<file path="src/rtl/bsca_pkg.sv">
`default_nettype none

package bsca_pkg;

  localparam int RING_BITS  = 64;
  localparam int MAX_LEVELS = 64;
  localparam int DATA_W     = 64;
  localparam int LVL_AW     = (MAX_LEVELS > 1) ? $clog2(MAX_LEVELS) : 1;
  localparam int RB_W       = 7;
  localparam int IDX_W      = 6;
  localparam int PLEN_W     = 7;
  localparam int CFG_IDX_W  = 3;
  localparam int HALF_W     = DATA_W / 2;

  typedef logic [DATA_W-1:0] word_t;

  typedef enum logic [CFG_IDX_W-1:0] {
    CFG_RING_BITS   = 3'd0,
    CFG_PARTY       = 3'd1,
    CFG_CHECK_SCALE = 3'd2,
    CFG_HASH_KEY    = 3'd3,
    CFG_CHALLENGE   = 3'd4
  } cfg_idx_e;

  typedef enum logic {
    FUNC_LOAD  = 1'b0,
    FUNC_QUERY = 1'b1
  } func_e;

  typedef enum logic [2:0] {
    S_IDLE,
    S_COEF,
    S_CORR,
    S_MAIN,
    S_TAG,
    S_FIN
  } state_e;

  typedef struct packed {
    logic busy;
    logic done;
  } mul_stat_t;

  // Mask for ring width w, clamped to 1..RING_BITS.
  function automatic word_t ring_mask(logic [RB_W-1:0] w);
    logic [RB_W-1:0] weff;
    word_t           m;
    weff = w;
    if (weff == '0) weff = RB_W'(1);
    if (weff > RB_W'(RING_BITS)) weff = RB_W'(RING_BITS);
    for (int i = 0; i < DATA_W; i++) begin
      m[i] = (RB_W'(i) < weff);
    end
    return m;
  endfunction

endpackage

`default_nettype wire

</file>
<file path="src/rtl/bsca_mul64.sv">
`default_nettype none

// 64x64 -> low 64 bits over one shared 32x32 multiplier, three partial products in turn.
module bsca_mul64 import bsca_pkg::*; (
  input  wire        clk_i,
  input  wire        rst_ni,
  input  wire        start_i,
  input  word_t      a_i,
  input  word_t      b_i,
  output mul_stat_t  stat_o,
  output word_t      p_o
);

  logic        busy_q, busy_d;
  logic        done_q, done_d;
  logic [1:0]  step_q, step_d;
  word_t       a_q, b_q;
  word_t       prod_q, prod_d;
  word_t       acc_q, acc_d;
  logic [HALF_W-1:0] x, y;

  always_comb begin
    case (step_q)
      2'd0: begin
        x = a_q[HALF_W-1:0];
        y = b_q[HALF_W-1:0];
      end
      2'd1: begin
        x = a_q[HALF_W-1:0];
        y = b_q[DATA_W-1:HALF_W];
      end
      default: begin
        x = a_q[DATA_W-1:HALF_W];
        y = b_q[HALF_W-1:0];
      end
    endcase
  end

  always_comb begin
    busy_d = busy_q;
    done_d = done_q;
    step_d = step_q;
    prod_d = prod_q;
    acc_d  = acc_q;
    if (start_i) begin
      busy_d = 1'b1;
      done_d = 1'b0;
      step_d = 2'd0;
    end else if (busy_q) begin
      step_d = step_q + 2'd1;
      if (step_q != 2'd3) prod_d = {{HALF_W{1'b0}}, x} * {{HALF_W{1'b0}}, y};
      case (step_q)
        2'd0: acc_d = acc_q;
        2'd1: acc_d = prod_q;
        default: acc_d = acc_q + {prod_q[HALF_W-1:0], {HALF_W{1'b0}}};
      endcase
      if (step_q == 2'd3) begin
        busy_d = 1'b0;
        done_d = 1'b1;
      end
    end
  end

  always_ff @(posedge clk_i or negedge rst_ni) begin
    if (!rst_ni) begin
      busy_q <= 1'b0;
      done_q <= 1'b0;
      step_q <= 2'd0;
    end else begin
      busy_q <= busy_d;
      done_q <= done_d;
      step_q <= step_d;
    end
  end

  always_ff @(posedge clk_i) begin
    if (start_i) begin
      a_q <= a_i;
      b_q <= b_i;
    end
    prod_q <= prod_d;
    acc_q  <= acc_d;
  end

  assign stat_o.busy = busy_q;
  assign stat_o.done = done_q;
  assign p_o         = acc_q;

endmodule

`default_nettype wire
</file>
<file path="config.mk">
export PLATFORM = sky130hd
export DESIGN_NAME = bsca_mul64
export DESIGN_NICKNAME = d
export VERILOG_FILES = /design/src/rtl/bsca_pkg.sv /design/src/rtl/bsca_mul64.sv
export SDC_FILE = /design/constraint.sdc
export NUM_CORES = 2
export LEC_CHECK = 0
export BUFFER_PORTS_ARGS = -buffer_cell sky130_fd_sc_hd__buf_2
export CORE_ASPECT_RATIO = 1.2
export CORE_MARGIN = 4
export CORE_UTILIZATION = 54
export CTS_CLUSTER_SIZE = 24
export DETAILED_ROUTE_END_ITERATION = 16
export PLACE_DENSITY = 0.72
export SETUP_SLACK_MARGIN = 0.3
export SLEW_MARGIN = 0
export SYNTH_ARGS = -nofsm -noshare
export SYNTH_HDL_FRONTEND = slang
export SYNTH_SLANG_ARGS = --single-unit
export TNS_END_PERCENT = 1
</file>
<file path="constraint.sdc">
create_clock -name clk_i -period 13.07 [get_ports clk_i]
set_input_delay 1.307 -clock clk_i [delete_from_list [all_inputs] [get_ports clk_i]]
set_output_delay 1.307 -clock clk_i [all_outputs]
set_load 0.02 [all_outputs]
</file>
Word-level counts from Yosys, hierarchy flattened
Cells that the tools add are included.
Storage, ports and cells
  bits in registers: 260
  bits in latches: 0
  bits in writable memories: 0
  memory bits (read-only): 0
  input port bits: 131
  output and inout port bits: 66
  logic and storage cells: 33
  memories kept: 0
Cells by class
  add/sub/neg operators: 2
  multiply operators: 1
  div/mod/pow operators: 0
  magnitude comparators: 0
  equal/unequal tests: 3
  shift-type cells: 0
  mux-type cells: 11
  bitwise logic cells: 2
  reductions and logical operators: 7
Operator list (count)
  64-bit case mux with 2 select lines: 1
  64-bit adder: 1
  32-bit by 32-bit multiplier with 64-bit output: 1
  32-bit two-way mux: 2
  1-bit two-way mux: 6
  3-bit AND reduction: 2
  2-bit two-way mux: 2
  2-bit nonzero test: 2
  2-bit by 1-bit adder with 2-bit output, second input constant: 1
  2-bit by 1-bit == test with 1-bit output, second input constant: 1
  2-bit == test, second input constant: 1
  2-bit logical NOT: 1
  2-bit inequality test, second input constant: 1
  1-bit NOT: 2
  2-bit AND reduction: 1
  2-bit OR reduction: 1

Depth between registers and ports, before layout
  depth after elaboration: 4
  depth in mapped cells: 35
  gate-level depth less buffers: 30

Least setup slack after synthesis
No wires, ideal clock.
  path type: register -> register
  start point: register step_q[0]
  end point: register prod_q[63] (data pin)
  library setup time: 0.260 ns
  data arrival time: 8.934 ns
  required time: 12.810 ns
  slack: 3.875 ns
  cell stages (with the launch flop): 31
  path buffers: 5
  clock period less this slack: 9.195 ns
  cells stage by stage: dfrtp_1 -> ha_1 -> clkbuf_1 -> nor2_1 -> clkbuf_1 -> buf_2 -> mux2i_1 -> clkbuf_1 -> nor2_1 -> fa_1 -> fa_1 -> fa_1 -> inv_1 -> fa_1 -> inv_1 -> fa_1 -> fa_1 -> fa_1 -> inv_1 -> fa_1 -> inv_1 -> ha_1 -> clkbuf_1 -> nand4_1 -> nor3_1 -> nand2_1 -> or3_1 -> o2111a_1 -> o41ai_2 -> a31oi_1 -> xnor2_1
On the way
  word-level cells in the longest chain between the ends: 4
  elaborated cells on any way between the ends: 6
  classes of those cells: 1 x mul; 1 x eq/ne; 2 x mux; 2 x reduce/logical
RTL lines
  start, declared: line bsca_mul64.sv:16  | logic [1:0] step_q, step_d;
  start signal, assigned: line bsca_mul64.sv:72  | step_q <= step_d;
  2-bit by 1-bit == test with 1-bit output / 2-bit logical NOT (equally long branches): line bsca_mul64.sv:23  | case (step_q)
  2-bit OR reduction (no line)
  32-bit two-way mux: line bsca_mul64.sv:23
  32-bit by 32-bit multiplier with 64-bit output *: line bsca_mul64.sv:51  | if (step_q != 2'd3) prod_d = {{HALF_W{1'b0}}, x} * {{HALF_W{1'b0}}, y};
  end signal, assigned: line bsca_mul64.sv:81  | prod_q <= prod_d;
  end, declared: line bsca_mul64.sv:18  | word_t prod_q, prod_d;
Every way passes the cells marked *; elsewhere a longest branch is shown, timed or not.
A chain may end at the register's enable or synchronous reset.

Worst setup path in the final report
Ends and elaborated chain as after synthesis.

==> results.md <==
* Result of the run: finished, final reports clean
* Post-synthesis cell type count at 72
* Half-perimeter wire length after placement at 107000 um
* Overflow left after global routing at 0
* Synth cell count leaders: 897 x sky130_fd_sc_hd__fa_1, 897 x sky130_fd_sc_hd__inv_1, 628 x sky130_fd_sc_hd__nor2_1
* Number of cells on the worst reg-to-reg path at 26
* DRC viols at 0
* Clock slew seen by the registers of the worst setup and hold paths at around 0.060 ns
* GPL Wtd Cong at 0.994
* Fill cell instance count of the final layout at approximately 6700
* Endpoint of the worst register-to-register path: prod_q[63]
* Synthesized-area fraction occupied by and/or/nand/nor cells at between 10% and 20%
* Endpoint class of the critical path: register
* Dominant combinational cell family by area after synthesis: adder cells
* Final routed wire length divided by cell count at 24.7 um
* Number of instances resized during post-cts repair at 0
* Hold Fails Final Rpt at 0
* Post-Synthesis Mean Instance Area at 9.77 sq um
* Synthesized-area fraction occupied by xor and xnor cells at 1.62%
* Mux contribution to synthesized area at 3.22%
* Vert. Die Dim at 318 um
* Max-slew headroom at 20.0%
* Data arrival time of the worst path at approximately 11 ns
* Worst R2R Setup Slack at 2.57 ns
* Fin Setup TNS at 0 ns
* Hold-fix buffers at CTS at 0
* Number of setup buffers added after CTS at 0
* Area of the multi-input gates at 31700 sq um
* Final nets at 5862
* Pin count of the biggest net entering global routing at a little under 80
* IO buf count at between 150 and 200
* Top-area cell type share of the netlist area at 41.5%
* Vias after detailed routing at 33100
* Hold_sp: done_q
* Worst min-delay path category: register to register
* Later-pin clock latency in the skew report at 0.60 ns
* Upper clock frequency limit at 0.0953 GHz
* Clock Root Buffer: sky130_fd_sc_hd__clkbuf_16
* Ratio of cells with drive above 1 in the final layout at 9.41%
* Cell row count at 113
* Worst-Margin Slew at 1.20 ns
* CP startpoint kind: register
* Critical Setup Path Class: register to register
* R2r startpoint: step_q[0]
* Sequential cell area at roughly 7800 sq um
* Top cell type by total area after synthesis: sky130_fd_sc_hd__fa_1
* Sequential cell area fraction in the yosys report at around 18%
* Share of flip-flops with an asynchronous set or reset after synthesis at 1.54%
* Layout overhead on the synthesized area at 7.76%
* Antenna Nets Post-Route at 0
* Starting utilization of the core area at a little over half
* Critical Path Source: step_q[0]
* Total standard cell area after synthesis at 43300 sq um
* Crit path to: prod_q[63]
* YS warnings at 0
* Endpoints failing setup at 0
* Number of slew-limit violations in the final report at 0
* Complex-gate fraction of the synthesized area at 5.23%
* Post-Synth Adder-Cell Area at 50.1%
* Number of CTS-inserted buffers at 29
* Biggest fanout along the worst timing path at 33
* First DRT Iteration DRCs at around 3000
* Global-route usage over all layers at 33.1%
* Area contributors post-synth: sky130_fd_sc_hd__fa_1 42%, sky130_fd_sc_hd__edfxtp_1 18%, sky130_fd_sc_hd__ha_1 8.6%
* Num ports at between 150 and 200
* CTS tree: yes
* Via count of the first global-routing pass at between 30000 and 40000
* Nets in the synthesized netlist at approximately 5800
* Standard cell core area at 79300 sq um
* Clock sink count at 260
* Time the final worst path needs with I/O delays and setup at 10.50 ns
* Number of synthesized register bits at 260
* Global-route wire length before repair at 210000 um
* RSZ-0062 raised after global routing: no
* Top FF cell, synth: sky130_fd_sc_hd__edfxtp_1
* Post-Syn Instances at ~4400
* Detailed Route WL at 138000 um
* Worst Clk Skew at 0.00948 ns
* Number of antenna violations at the first check in global routing at 5
* Width of the die at 266 um
* Drt first pass iters at 5
* Number of flops mapped to enable cells by yosys at 256
* Number of vias per cell after detailed routing at ~5.9
* Crit share post-route at 80.3%
* Required time of the worst setup path at between 10 and 15 ns
* Max-cap viol count at 0
* Clock H-tree levels at 1
* Clock Path Buffers at 3
* Die footprint at 84700 sq um
-- metrics by stage --
step                util (%)  hold slack [ns]  area (sq um)  setup slack (ns)  instances
floorplan                  -            0.464         43300              3.88       4427
global placement        57.5            0.471         45600              2.86       5540
detailed placement      57.5            0.494         45600              2.64       5540
CTS                     58.8            0.472         46600              2.62       5593
global route            58.8            0.497         46600              2.14       5593
finish                  58.8            0.504         46600              2.57       5596
-- sequential cells by signal, indices dropped and copies added, names as in the netlist --
register	cells
a_q	64
done_q	1
step_q	2
prod_q	64
p_o	64
b_q	64
busy_q	1
-- cell families (layout without fill, tap and decap cells) --
kind of cell / after synthesis / in the layout
AO/OA/AOI/OAI: 346 / 346
XOR/XNOR: 80 / 80
adder cells (fa/ha/maj): 1195 / 1195
buffers and inverters: 1086 / 1217
flip-flops: 260 / 260
multiplexers: 131 / 131
other: 0 / 3
AND/OR/NAND/NOR: 1329 / 1329
-- cell type report --
| class | count | share of cell area [%] |
|---|---|---|
| Multi-Input combinational cell | 3081 | 67.9 |
| Sequential cell | 260 | 16.7 |
| Inverter | 897 | 7.22 |
| Timing Repair Buffer | 267 | 3.26 |
| Tap cell | 1035 | 2.78 |
| Clock buffer | 35 | 1.63 |
| Clock inverter | 18 | 0.504 |
| Antenna cell | 3 | 0.0161 |
-- per-layer routing --
| metal | vias up | part of all wire (%) | GRT usage (%) |
|---|---|---|---|
| met5 | - | 0.0079 | 0 |
| li1 | 13800 | - | - |
| met4 | 2 | 9.1 | 22.5 |
| met1 | 16600 | 34 | 39.4 |
| met3 | 645 | 11 | 8.77 |
| met2 | 2078 | 46 | 52.9 |
-- critical path, stage by stage (launching register included) --
cell,delay [ns]
sky130_fd_sc_hd__dfrtp_1,0.46
sky130_fd_sc_hd__ha_1,0.58
sky130_fd_sc_hd__nor2_4,0.75
sky130_fd_sc_hd__buf_4,0.55
sky130_fd_sc_hd__mux2i_2,0.88
sky130_fd_sc_hd__nor2_1,0.16
sky130_fd_sc_hd__fa_1,0.61
sky130_fd_sc_hd__fa_1,0.44
sky130_fd_sc_hd__fa_1,0.52
sky130_fd_sc_hd__inv_1,0.05
sky130_fd_sc_hd__fa_1,0.47
sky130_fd_sc_hd__inv_1,0.06
sky130_fd_sc_hd__fa_1,0.50
sky130_fd_sc_hd__fa_1,0.52
sky130_fd_sc_hd__fa_1,0.50
sky130_fd_sc_hd__inv_1,0.05
sky130_fd_sc_hd__fa_1,0.49
sky130_fd_sc_hd__inv_1,0.05
sky130_fd_sc_hd__ha_1,0.42
sky130_fd_sc_hd__nand4_1,0.21
sky130_fd_sc_hd__nor3_1,0.33
sky130_fd_sc_hd__nand2_1,0.15
sky130_fd_sc_hd__or3_1,0.32
sky130_fd_sc_hd__o2111a_1,0.28
sky130_fd_sc_hd__o41ai_2,0.49
sky130_fd_sc_hd__a31oi_1,0.17
sky130_fd_sc_hd__xnor2_1,0.16
-- worst min path at each step --
stage,end,slack (ns),cells past startpoint
floorplan,done_q,0.46,2
global route,busy_q,0.50,1
finish,done_q,0.50,2
global placement,done_q,0.47,2
CTS,busy_q,0.47,1
detailed placement,done_q,0.49,2
-- cells in the final DEF, fill, tap and decap left out, types with 11 or more instances in the layout --
| cell type | instances |
|---|---|
| sky130_fd_sc_hd__mux2_2 | 57 |
| sky130_fd_sc_hd__ha_1 | 297 |
| sky130_fd_sc_hd__nor3_1 | 23 |
| sky130_fd_sc_hd__a21oi_1 | 96 |
| sky130_fd_sc_hd__o21ai_0 | 65 |
| sky130_fd_sc_hd__buf_4 | 71 |
| sky130_fd_sc_hd__and2_1 | 45 |
| sky130_fd_sc_hd__xnor2_1 | 47 |
| sky130_fd_sc_hd__o21bai_1 | 17 |
| sky130_fd_sc_hd__fa_1 | 897 |
| sky130_fd_sc_hd__a21o_1 | 49 |
| sky130_fd_sc_hd__edfxtp_1 | 256 |
| sky130_fd_sc_hd__o21a_1 | 12 |
| sky130_fd_sc_hd__mux2i_2 | 38 |
| sky130_fd_sc_hd__mux2i_1 | 21 |
| sky130_fd_sc_hd__nor2_1 | 624 |
| sky130_fd_sc_hd__a31oi_1 | 18 |
| sky130_fd_sc_hd__nand3_1 | 30 |
| sky130_fd_sc_hd__inv_1 | 897 |
| sky130_fd_sc_hd__a211oi_1 | 21 |
| sky130_fd_sc_hd__xor2_1 | 33 |
| sky130_fd_sc_hd__nand4_1 | 13 |
| sky130_fd_sc_hd__clkbuf_16 | 29 |
| sky130_fd_sc_hd__buf_2 | 195 |
| sky130_fd_sc_hd__and3_1 | 11 |
| sky130_fd_sc_hd__nand2_1 | 541 |
Power is not shown: default switching activity piles up to over one toggle a cycle in this logic, so the estimate is an artifact.
